===== src/design/sha_pkg.sv =====
// sha_pkg: round constants, initial hash values and round functions for the sha-256 hasher
// no dependencies
`default_nettype none
package sha_pkg;
    localparam int unsigned RoundCount = 64;
    typedef logic [31:0] t_word;

    function automatic t_word init_h(input logic [2:0] idx);
        t_word v;
        case (idx)
            3'd0: v = 32'h6a09e667;
            3'd1: v = 32'hbb67ae85;
            3'd2: v = 32'h3c6ef372;
            3'd3: v = 32'ha54ff53a;
            3'd4: v = 32'h510e527f;
            3'd5: v = 32'h9b05688c;
            3'd6: v = 32'h1f83d9ab;
            default: v = 32'h5be0cd19;
        endcase
        return v;
    endfunction

    localparam t_word RoundK [64] = '{
        32'h428a2f98,32'h71374491,32'hb5c0fbcf,32'he9b5dba5,32'h3956c25b,32'h59f111f1,32'h923f82a4,32'hab1c5ed5,
        32'hd807aa98,32'h12835b01,32'h243185be,32'h550c7dc3,32'h72be5d74,32'h80deb1fe,32'h9bdc06a7,32'hc19bf174,
        32'he49b69c1,32'hefbe4786,32'h0fc19dc6,32'h240ca1cc,32'h2de92c6f,32'h4a7484aa,32'h5cb0a9dc,32'h76f988da,
        32'h983e5152,32'ha831c66d,32'hb00327c8,32'hbf597fc7,32'hc6e00bf3,32'hd5a79147,32'h06ca6351,32'h14292967,
        32'h27b70a85,32'h2e1b2138,32'h4d2c6dfc,32'h53380d13,32'h650a7354,32'h766a0abb,32'h81c2c92e,32'h92722c85,
        32'ha2bfe8a1,32'ha81a664b,32'hc24b8b70,32'hc76c51a3,32'hd192e819,32'hd6990624,32'hf40e3585,32'h106aa070,
        32'h19a4c116,32'h1e376c08,32'h2748774c,32'h34b0bcb5,32'h391c0cb3,32'h4ed8aa4a,32'h5b9cca4f,32'h682e6ff3,
        32'h748f82ee,32'h78a5636f,32'h84c87814,32'h8cc70208,32'h90befffa,32'ha4506ceb,32'hbef9a3f7,32'hc67178f2
    };

    localparam logic [7:0] PadByte = 8'h80;
    localparam logic [5:0] LenStart = 6'd56;
    localparam logic [63:0] BlockBits = 64'd512;

    function automatic t_word rotr(input t_word x, input int unsigned n);
        return (x >> n) | (x << (32 - n));
    endfunction
    function automatic t_word sig0(input t_word x);
        return rotr(x, 7) ^ rotr(x, 18) ^ (x >> 3);
    endfunction
    function automatic t_word sig1(input t_word x);
        return rotr(x, 17) ^ rotr(x, 19) ^ (x >> 10);
    endfunction
    function automatic t_word bsig0(input t_word x);
        return rotr(x, 2) ^ rotr(x, 13) ^ rotr(x, 22);
    endfunction
    function automatic t_word bsig1(input t_word x);
        return rotr(x, 6) ^ rotr(x, 11) ^ rotr(x, 25);
    endfunction
endpackage
`default_nettype wire


===== src/design/sha256_message_hasher_core.sv =====
// sha256_message_hasher_core: byte-serial sha-256 hasher, top level
// depends on sha_pkg and sha_ram
//
// usage:
//  - input channel (i_valid/o_ready) carries one word per item: i_msg_byte,
//    i_byte_valid, i_end_of_message
//  - output channel (o_valid/i_ready) gives eight digest words, index 0 first,
//    o_last_word on index 7
//  - bytes go into a 64-byte buffer ram; a byte that does not fill the block
//    is written and the input stays ready
//  - a full block is compressed by one shared round unit: the message schedule
//    is loaded from the buffer ram (one byte per cycle, registered read data),
//    then 64 rounds at one round per cycle, then the chaining add; the input
//    is held off meanwhile
//  - end of message writes 0x80, then zero and length bytes to the end of the
//    buffer and compresses one block, or pads a whole second block and
//    compresses it as well when 56 or more bytes were buffered
//  - a stalled receiver holds the current digest word; the block waits
//  - reset restores the initial hash values, zero fill and zero bit count;
//    the buffer ram needs no clearing since every entry read is written first
`default_nettype none
module sha256_message_hasher_core (
    input  wire logic        i_clk,
    input  wire logic        i_rst_n,
    input  wire logic        i_valid,
    output logic             o_ready,
    input  wire logic [7:0]  i_msg_byte,
    input  wire logic        i_byte_valid,
    input  wire logic        i_end_of_message,
    output logic             o_valid,
    input  wire logic        i_ready,
    output logic [31:0]      o_digest_word,
    output logic [2:0]       o_word_index,
    output logic             o_last_word
);
    typedef enum logic [6:0] {
        S_IDLE  = 7'b0000001,
        S_PAD   = 7'b0000010,
        S_LOAD  = 7'b0000100,
        S_ROUND = 7'b0001000,
        S_ADD   = 7'b0010000,
        S_OUT   = 7'b0100000,
        S_LEN   = 7'b1000000
    } t_state;

    t_state r_state, n_state;
    logic [5:0]  r_fill, n_fill;
    logic [63:0] r_bits, n_bits;
    logic [63:0] r_total, n_total;
    logic        r_final, n_final;      // finalization in progress
    logic        r_second, n_second;    // padding carries over into a second block
    logic [6:0]  r_cnt, n_cnt;
    logic [2:0]  r_oidx, n_oidx;
    // set when an input item is accepted, cleared when padding starts or at the chaining add
    logic        r_pend, n_pend;
    sha_pkg::t_word r_h [8];
    sha_pkg::t_word n_h [8];
    sha_pkg::t_word r_v [8];
    sha_pkg::t_word n_v [8];
    sha_pkg::t_word r_w [16];
    sha_pkg::t_word n_w [16];

    // buffer ram
    logic       w_we;
    logic [5:0] w_waddr, w_raddr;
    logic [7:0] w_wdata, w_rdata;

    sha_ram #(.Width(8), .Depth(64)) u_buf (
        .i_clk(i_clk), .i_we(w_we), .i_waddr(w_waddr), .i_wdata(w_wdata),
        .i_raddr(w_raddr), .o_rdata(w_rdata)
    );

    sha_pkg::t_word w_t1, w_t2, w_wnew, w_wcur;

    always_comb begin
        w_wcur = r_w[0];
        w_wnew = sha_pkg::sig1(r_w[14]) + r_w[9] + sha_pkg::sig0(r_w[1]) + r_w[0];
        w_t1 = r_v[7] + sha_pkg::bsig1(r_v[4]) + ((r_v[4] & r_v[5]) ^ (~r_v[4] & r_v[6]))
             + sha_pkg::RoundK[r_cnt[5:0]] + w_wcur;
        w_t2 = sha_pkg::bsig0(r_v[0]) + ((r_v[0] & r_v[1]) ^ (r_v[0] & r_v[2])
             ^ (r_v[1] & r_v[2]));
    end

    assign o_ready       = (r_state == S_IDLE);
    assign o_valid       = (r_state == S_OUT);
    assign o_digest_word = r_h[r_oidx];
    assign o_word_index  = r_oidx;
    assign o_last_word   = (r_oidx == 3'd7);

    always_comb begin
        n_state = r_state; n_fill = r_fill; n_bits = r_bits; n_total = r_total;
        n_final = r_final; n_second = r_second; n_cnt = r_cnt; n_oidx = r_oidx;
        n_h = r_h; n_v = r_v; n_w = r_w;
        w_we = 1'b0; w_waddr = r_fill; w_wdata = i_msg_byte;
        // loading reads byte r_cnt; byte r_cnt-1 returns this cycle
        w_raddr = r_cnt[5:0];
        case (r_state)
            S_IDLE: begin
                if (i_valid) begin
                    if (i_byte_valid) begin
                        w_we = 1'b1;
                        n_fill = r_fill + 6'd1;
                    end
                    n_final = i_end_of_message;
                    if (i_byte_valid && r_fill == 6'd63) begin
                        n_state = S_LOAD;
                        n_cnt = '0;
                        n_second = 1'b0;
                    end else if (i_end_of_message) begin
                        n_state = S_PAD;
                    end
                end
            end
            S_PAD: begin
                // write 0x80 at fill, then zeros / length bytes
                if (r_cnt == 7'd0) begin
                    n_total = r_bits + {55'd0, r_fill, 3'd0};
                    n_second = (r_fill >= sha_pkg::LenStart);
                    w_we = 1'b1; w_waddr = r_fill; w_wdata = sha_pkg::PadByte;
                    n_cnt = {1'b0, r_fill} + 7'd1;
                    n_state = S_LEN;
                end
            end
            S_LEN: begin
                // r_cnt: next buffer address to write, 64 means done
                w_we = (r_cnt != 7'd64);
                w_waddr = r_cnt[5:0];
                if (!r_second && r_cnt >= 7'd56)
                    w_wdata = r_total[8'd63 - {r_cnt[2:0], 3'd0} -: 8];
                else
                    w_wdata = 8'd0;
                if (r_cnt == 7'd64) begin
                    n_cnt = '0;
                    n_state = S_LOAD;
                end else begin
                    n_cnt = r_cnt + 7'd1;
                end
            end
            S_LOAD: begin
                // cnt 0..64: address cnt issued, byte cnt-1 shifted in
                // the window moves on when the first byte of a new word arrives
                if (r_cnt != 7'd0) begin
                    n_w[15] = {r_w[15][23:0], w_rdata};
                    if (r_cnt[1:0] == 2'd1) begin
                        for (int k = 0; k < 15; k++) n_w[k] = r_w[k + 1];
                        n_w[15] = {r_w[15][23:0], w_rdata};
                    end
                end
                if (r_cnt == 7'd64) begin
                    n_v = r_h;
                    n_cnt = '0;
                    n_state = S_ROUND;
                end else begin
                    n_cnt = r_cnt + 7'd1;
                end
            end
            S_ROUND: begin
                n_v[7] = r_v[6]; n_v[6] = r_v[5]; n_v[5] = r_v[4];
                n_v[4] = r_v[3] + w_t1;
                n_v[3] = r_v[2]; n_v[2] = r_v[1]; n_v[1] = r_v[0];
                n_v[0] = w_t1 + w_t2;
                for (int k = 0; k < 15; k++) n_w[k] = r_w[k + 1];
                n_w[15] = w_wnew;
                n_cnt = r_cnt + 7'd1;
                if (r_cnt == 7'd63) n_state = S_ADD;
            end
            S_ADD: begin
                for (int k = 0; k < 8; k++) n_h[k] = r_h[k] + r_v[k];
                n_fill = '0;
                n_cnt = '0;
                if (!r_final) begin
                    n_bits = r_bits + sha_pkg::BlockBits;
                    n_state = S_IDLE;
                end else if (r_second) begin
                    // second padding block: zeros then length
                    n_second = 1'b0;
                    n_state = S_LEN;
                end else begin
                    n_state = S_OUT;
                    n_oidx = '0;
                end
                // a block that filled on an end item still needs its padding
                if (r_final && !r_second && r_state == S_ADD && r_pend) begin
                    n_bits = r_bits + sha_pkg::BlockBits;
                    n_state = S_PAD;
                end
            end
            S_OUT: begin
                if (i_ready) begin
                    n_oidx = r_oidx + 3'd1;
                    if (r_oidx == 3'd7) begin
                        for (int k = 0; k < 8; k++) n_h[k] = sha_pkg::init_h(3'(k));
                        n_bits = '0; n_fill = '0; n_final = 1'b0;
                        n_state = S_IDLE;
                    end
                end
            end
            default: n_state = S_IDLE;
        endcase
    end

    always_comb begin
        n_pend = r_pend;
        if (r_state == S_IDLE && i_valid) n_pend = 1'b1;
        else if (r_state == S_PAD) n_pend = 1'b0;
        else if (r_state == S_ADD) n_pend = 1'b0;
    end

    always_ff @(posedge i_clk) begin
        if (!i_rst_n) begin
            r_state <= S_IDLE; r_fill <= '0; r_bits <= '0; r_final <= 1'b0;
            r_second <= 1'b0; r_cnt <= '0; r_oidx <= '0; r_pend <= 1'b0;
            for (int k = 0; k < 8; k++) r_h[k] <= sha_pkg::init_h(3'(k));
        end else begin
            r_state <= n_state; r_fill <= n_fill; r_bits <= n_bits; r_final <= n_final;
            r_second <= n_second; r_cnt <= n_cnt; r_oidx <= n_oidx; r_pend <= n_pend;
            r_h <= n_h;
        end
    end

    always_ff @(posedge i_clk) begin
        r_total <= n_total;
        r_v <= n_v;
        r_w <= n_w;
    end

    // the round counter never passes the last round
    a_round_cnt: assert property (@(posedge i_clk) disable iff (!i_rst_n)
        r_state == S_ROUND |-> r_cnt < 7'd64) else $error("round count overrun");
    // output index advances only on a taken word
    a_oidx_hold: assert property (@(posedge i_clk) disable iff (!i_rst_n)
        (o_valid && !i_ready) |=> $stable(r_oidx)) else $error("digest index moved");
    // no input accepted while the digest is being output
    a_no_accept_final: assert property (@(posedge i_clk) disable iff (!i_rst_n)
        o_valid |-> !o_ready) else $error("input open during output");
endmodule
`default_nettype wire


===== src/design/sha_ram.sv =====
// sha_ram: generic single-port-write, single-read ram with registered read data
// no dependencies
`default_nettype none
module sha_ram #(
    parameter int Width = 8,
    parameter int Depth = 64
) (
    input  wire logic                     i_clk,
    input  wire logic                     i_we,
    input  wire logic [$clog2(Depth)-1:0] i_waddr,
    input  wire logic [Width-1:0]         i_wdata,
    input  wire logic [$clog2(Depth)-1:0] i_raddr,
    output logic      [Width-1:0]         o_rdata
);
    logic [Width-1:0] r_mem [Depth];
    always_ff @(posedge i_clk) begin
        if (i_we) r_mem[i_waddr] <= i_wdata;
        o_rdata <= r_mem[i_raddr];
    end
endmodule
`default_nettype wire

===== config.mk =====
export PLATFORM = sky130hd
export DESIGN_NAME = sha256_message_hasher_core
export DESIGN_NICKNAME = d
export VERILOG_FILES = /design/src/design/sha_pkg.sv /design/src/design/sha256_message_hasher_core.sv /design/src/design/sha_ram.sv
export SDC_FILE = /design/constraint.sdc
export NUM_CORES = 2
export LEC_CHECK = 0
export BUFFER_PORTS_ARGS = -buffer_cell sky130_fd_sc_hd__buf_4
export CAP_MARGIN = 20
export CORE_MARGIN = 10
export CORE_UTILIZATION = 45
export DETAILED_ROUTE_END_ITERATION = 8
export PLACE_DENSITY = 0.63
export REMOVE_ABC_BUFFERS = 1
export SYNTH_ARGS = -nofsm -noshare
export SYNTH_HDL_FRONTEND = slang
export SYNTH_SLANG_ARGS = --single-unit

===== constraint.sdc =====
create_clock -name i_clk -period 29.4 [get_ports i_clk]
set_clock_uncertainty 0.15 [all_clocks]
set_input_delay 4.41 -clock i_clk [delete_from_list [all_inputs] [get_ports i_clk]]
set_output_delay 4.41 -clock i_clk [all_outputs]
set_load 0.02 [all_outputs]

* Yosys cells after proc, flatten, opt, wreduce, memory -nomap -nowiden
Memories as Yosys holds them, arrays and structs flattened. A register that Yosys moved wholly into a read port is not among the register bits.
Cells that the tools add are included.
W data, S select, Z words.
** Storage, ports and cells
- Flip-flop bits (word level) :: 1178
- Bits in writable memories :: 512
- ROM bits :: 2048
- Memories kept :: 2
** Memories
- (name not given) :: depth 64, bits a word 32, rd ports 1, clocked after Yosys merged registers in 0, wr ports 0, RTL line sha256_message_hasher_core.sv:79 : + sha_pkg::RoundK[r_cnt[5:0]] + w_wcur;
- u_buf.r_mem :: depth 64, bits a word 8, rd ports 1, clocked after Yosys merged registers in 1, wr ports 1, RTL line sha_ram.sv:15 : logic [Width-1:0] r_mem [Depth];
** Operators by class
- $add $sub $neg :: 25
- $lt $le $gt $ge :: 4
- Eq/ne operators :: 28
- Shift operators :: 1
- Multiplexer cells :: 67
- Bitwise operators :: 29
- Reductions and logical operators :: 29
** Operators with widths (number)
- $mux W512 :: 2
- $pmux W256 S2 :: 2
- $pmux W512 S2 :: 1
- $mux W256 :: 3
- $add A32 B32 Y32 :: 18
- $xor A32 B32 Y32 :: 9
- $mux W64 :: 4
- $and A32 B32 Y32 :: 5
- $mux W32 :: 4
- $pmux W64 S2 :: 1
- $mux W7 :: 16
- $bmux W32 S3 :: 1
- $shiftx A71 B9 Y8 :: 1
- $add A64 B10 Y64 const B :: 1
- $add A64 B9 Y64 :: 1
- $pmux W7 S7 :: 1
- $pmux W7 S5 :: 1
- $not A32 Y32 :: 1
- $or A10 B32 Y32 :: 1
- $or A13 B32 Y32 :: 1
- $or A14 B32 Y32 :: 1
- $or A15 B32 Y32 :: 1
- $or A19 B32 Y32 :: 1
- $or A21 B32 Y32 :: 1
- other kinds (54) :: 105

* Depth between registers and ports, before layout
- Word-level depth :: 9
- Mapped depth :: 42

* By module
A second synthesis with hierarchy kept.
** Second synthesis, totals
- Cells, all modules :: 7534
- Area total of the unflattened synthesis :: 91017.3 sq um
** Modules (own cells, without submodules)
- sha256_message_hasher_core :: instances 1, cells an instance 6594, area each 70850.5 sq um, sequential area each 31640.3 sq um
- sha_ram :: instances 1, cells an instance 940, area each 20166.8 sq um, sequential area each 15534.9 sq um

* Worst setup path before layout
OpenSTA, ideal clock, no wires.
- Kind :: reg2reg
- Start point :: reg r_cnt[0]
- End point :: reg r_v[0] (netlist name), enable pin
- Setup time :: 1228 ps
- Arrival :: 20258 ps
- Required time :: 28022 ps
- Path slack :: 7764 ps
- Cell stages (with the launch flop) :: 12
- Buffers on the path :: 5
- Cells stage by stage :: dfxtp_1 -> buf_2 -> buf_2 -> buf_2 -> clkbuf_1 -> inv_1 -> clkbuf_1 -> ha_1 -> nand2_1 -> nor3_1 -> nand2_1 -> o21ai_0
** Between the ends
- Longest elaborated chain between the ends :: 3
** Ends and longest elaborated chain
- start, declared :: RTL line sha256_message_hasher_core.sv:52 : logic [6:0] r_cnt, n_cnt;
- start signal, assigned :: RTL line sha256_message_hasher_core.sv:216 : r_second <= n_second; r_cnt <= n_cnt; r_oidx <= n_oidx; r_pend <= n_pend;
- $eq A7 B7 Y1 :: RTL line sha256_message_hasher_core.sv:149 : if (r_cnt == 7'd64) begin
- $ne A2 B2 Y1 (no line)
- $reduce_and A2 Y1 (no line)
- end signal, assigned :: RTL line sha256_message_hasher_core.sv:223 : r_v <= n_v;
- end, declared :: RTL line sha256_message_hasher_core.sv:58 : sha_pkg::t_word r_v [8];
Every way passes these cells.
A chain may end at the register's enable or synchronous reset.

==> results.py <==
metrics = {
    "sta": {
        "tightest_slew_ns": 1.130,
        "min_period_over_period": 0.3504,
        "hold_violations": 0,
        "period_needed_ns": 10.30,
        "timing.slew.headroom": 0.2467,
        "grt_setup_unrepaired": "no",
        "slew_violations": 0,
        "setup_ws_ns": 19.10,
        "setup-tns-final_ns": 0,
        "max_freq_mhz": 97.08,
        "timing.hold.ws_ns": 0.2441,
        "setup_viol": 0,
    },
    "clock_tree": {
        "cts_setup_buffers": 0,
        "tritoncts": "done",
        "ctsResizeCount": 0,
        "root_buffer": "clkbuf_16",
        "insertion_delay_ns": 0.86,
        "htreeDepth": 4,
        "path_clk_slew_ns": 0.06,
        "clock-sinks": 1686,
        "tritoncts.num_buffers": 179,
        "cts-hold-fix-buffers": 0,
        "clockBufferDepth": 3,
    },
    "setup_path": {
        "worstPathMaxFanout": 54,
        "crit_family": "compound AO/OA/AOI/OAI gates",
        "rr_endpoint": "r_v[255]",
        "crit_arrival_ns": 10.76,
        "worst_setup_path_end_kind": "flop",
        "startpoint_type": "flop",
        "crit_type": "reg -> reg",
        "r2r_start": "r_cnt[1]",
        "cp_common_cell": "a21oi_1",
        "reg2reg_depth": 31,
        "slowest_delay_ns": 0.94,
        "cpMaxStageDelayCell": "ha_1",
        "path_buf_inv": 3,
        "r2r_slack_ns": 19.10,
        "required_ns": 29.86,
    },
    "layout": {
        "final_cell_mix": "1341 x edfxtp_1, 1075 x nand2_1, 459 x nor2_1",
        "seq_area_um2": 47200,
        "final_util": 0.4986,
        "multiInputGateArea_um2": 40490,
        "syn_to_final_growth_pct": 10.01,
        "fill_cells": 17670,
        "fin_cells": 10530,
        "nets": 8329,
        "drive_gt1_frac": 0.09915,
        "mostFrequentLayoutCell": "edfxtp_1",
        "final_cell_area_um2": 99860,
    },
    "floorplanning": {
        "core_um2": 200300,
        "num_rows": 164,
        "start_util": 0.4532,
        "io_pins": 52,
        "dieArea_um2": 220100,
        "dieHeight_um": 469.1,
        "die_width_um": 469.1,
    },
    "run": {
        "maxCapViolCount": 0,
    },
    "status": {
        "status": "finished clean",
    },
    "drt": {
        "firstDrtPassIters": 8,
        "wl_per_cell_um": 25.91,
        "drc": 0,
        "via_per_inst": 5.994,
        "drt_iter0_markers": 7577,
        "antenna_left": 0,
        "vias": 63100,
        "wirelength_um": 272800,
    },
    "placed_design": {
        "place_ws_ns": 19.28,
        "globalplace.congestion": 0.9887,
        "placement.io_buffers": 51,
        "dpl-instance-area_um2": 93740,
        "dpl.cell_count": 10190,
        "post-dp-hpwl_um": 192500,
    },
    "worst_hold_path": {
        "hold_depth": 0,
        "min_from": "r_w[120]",
        "hp-class": "reg -> reg",
        "whs_endpoint": "r_w[152]",
    },
    "yosys": {
        "async_flop_share": 0,
        "synth_enable_flop_cells": 1341,
        "seq_area_frac_synth": 0.5197,
        "syn_inst": 7822,
        "yosysWarnings": 0,
        "synth_top_flop_cell": "edfxtp_1",
        "ys_seq_elements": 1686,
        "synth.avg_cell_area_um2": 11.60,
        "synthDistinctLibCells": 93,
        "synth_area_um2": 90770,
    },
    "pwr": {
        "design_power_total_mw": 8.701,
        "p_leak_nw": 36.21,
        "ir_drop_uv": 121.5,
        "p_per_area_nw_per_um2": 87.13,
    },
    "global_routing": {
        "grt.total_usage": 0.2427,
        "grt_max_degree": 183,
        "overflow": 0,
        "grt_antenna_before_repair": 9,
        "grt_pass1_vias": 60090,
        "grt_pass1_wl_um": 402400,
    },
}
## per-layer routing
layer	share of wire	track usage	vias to the layer above
met3	0.089	0.04562	494
met2	0.44	0.3616	2920
met5	0.00014	0	-
li1	-	-	28120
met1	0.44	0.3573	31550
met4	0.035	0.07844	6
## power breakdown
| part | internal [mW] | switching, mW | leakage [nW] |
|---|---|---|---|
| Sequential | 2.66 | 0.0498 | 14.6 |
| Combinational | 1.42 | 2.25 | 18.7 |
| Clock | 1.33 | 0.995 | 2.92 |
## logic make-up (layout without fill, tap and decap cells)
family,after synthesis,count (layout),share of synthesized area
and+or+nand+nor,2041,2041,0.09662
muxes,333,333,0.07101
buffers and inverters,872,917,0.03618
other,0,4,0
DFF,1686,1686,0.5197
xor gates and xnor gates,632,632,0.06113
adders and majority gates,621,621,0.1011
AOI/OAI and AO/OA,1637,1637,0.1142
## cells in the mapped netlist, types with 27 or more instances
master | instances | area share
o21a_1 | 62 | 0.0051
xor2_1 | 212 | 0.020
a211oi_1 | 63 | 0.0052
dfxtp_1 | 345 | 0.076
nor3_1 | 93 | 0.0051
xnor2_1 | 419 | 0.040
a22oi_1 | 76 | 0.0063
o21ai_1 | 36 | 0.0020
buf_1 | 40 | 0.0017
mux4_2 | 242 | 0.060
o21ai_0 | 371 | 0.020
o22ai_1 | 107 | 0.0074
inv_1 | 442 | 0.018
clkbuf_1 | 379 | 0.016
fa_1 | 195 | 0.043
a21oi_1 | 417 | 0.023
nor2b_1 | 47 | 0.0032
o211ai_1 | 27 | 0.0022
nand2_1 | 1078 | 0.045
and3_1 | 46 | 0.0032
ha_1 | 404 | 0.056
nor2_1 | 462 | 0.019
nand3_1 | 108 | 0.0060
or3_1 | 30 | 0.0021
mux2_2 | 68 | 0.0084
a31oi_1 | 46 | 0.0032
nand2b_1 | 63 | 0.0043
a21o_1 | 153 | 0.013
edfxtp_1 | 1341 | 0.44
o31ai_1 | 27 | 0.0022
o21bai_1 | 52 | 0.0043
## worst register-to-register path: cells and delay by family (launching register included)
kind / cells / cell delay (ns)
compound gates: 12 / 3.15
xor+xnor: 3 / 0.39
fa+ha+maj: 5 / 2.47
buf+inv: 3 / 0.75
flops: 1 / 0.86
mux: 2 / 0.79
simple gates: 6 / 1.49
## cell type report
type / instances / share of cell area
Antenna cell: 4 / 0.0001002
Inverter: 444 / 0.01671
Tap cell: 2656 / 0.03328
Clock buffer: 236 / 0.04873
Timing Repair Buffer: 141 / 0.01143
Sequential cell: 1686 / 0.4727
Multi-Input combinational cell: 5264 / 0.4055
Clock inverter: 96 / 0.01159
## registers in the layout, summed over array words and instances, names as in the netlist, 3 cells and up
signal / flops
r_cnt: 7
w_wcur: 32
r_v: 256
r_total: 61
u_buf.o_rdata: 8
r_fill: 6
r_w: 480
o_word_index: 3
r_state: 7
r_bits: 55
r_h: 256
u_buf.r_mem: 512
## how the worst max path moves through the flow
| stage | end | cells past startpoint | slack (ns) | from |
|---|---|---|---|---|
| global route | r_v[255] | 31 | 18.54 | r_cnt[1] |
| finish | r_v[255] | 31 | 19.10 | r_cnt[1] |
| CTS | r_v[255] | 31 | 19.29 | r_cnt[1] |
| floorplan | r_v[0] | 3 | -17.54 | r_state[5] |
| global placement | r_v[255] | 31 | 19.39 | r_cnt[1] |
| detailed placement | r_v[255] | 31 | 19.28 | r_cnt[1] |
(Power assumes the default switching activity.)
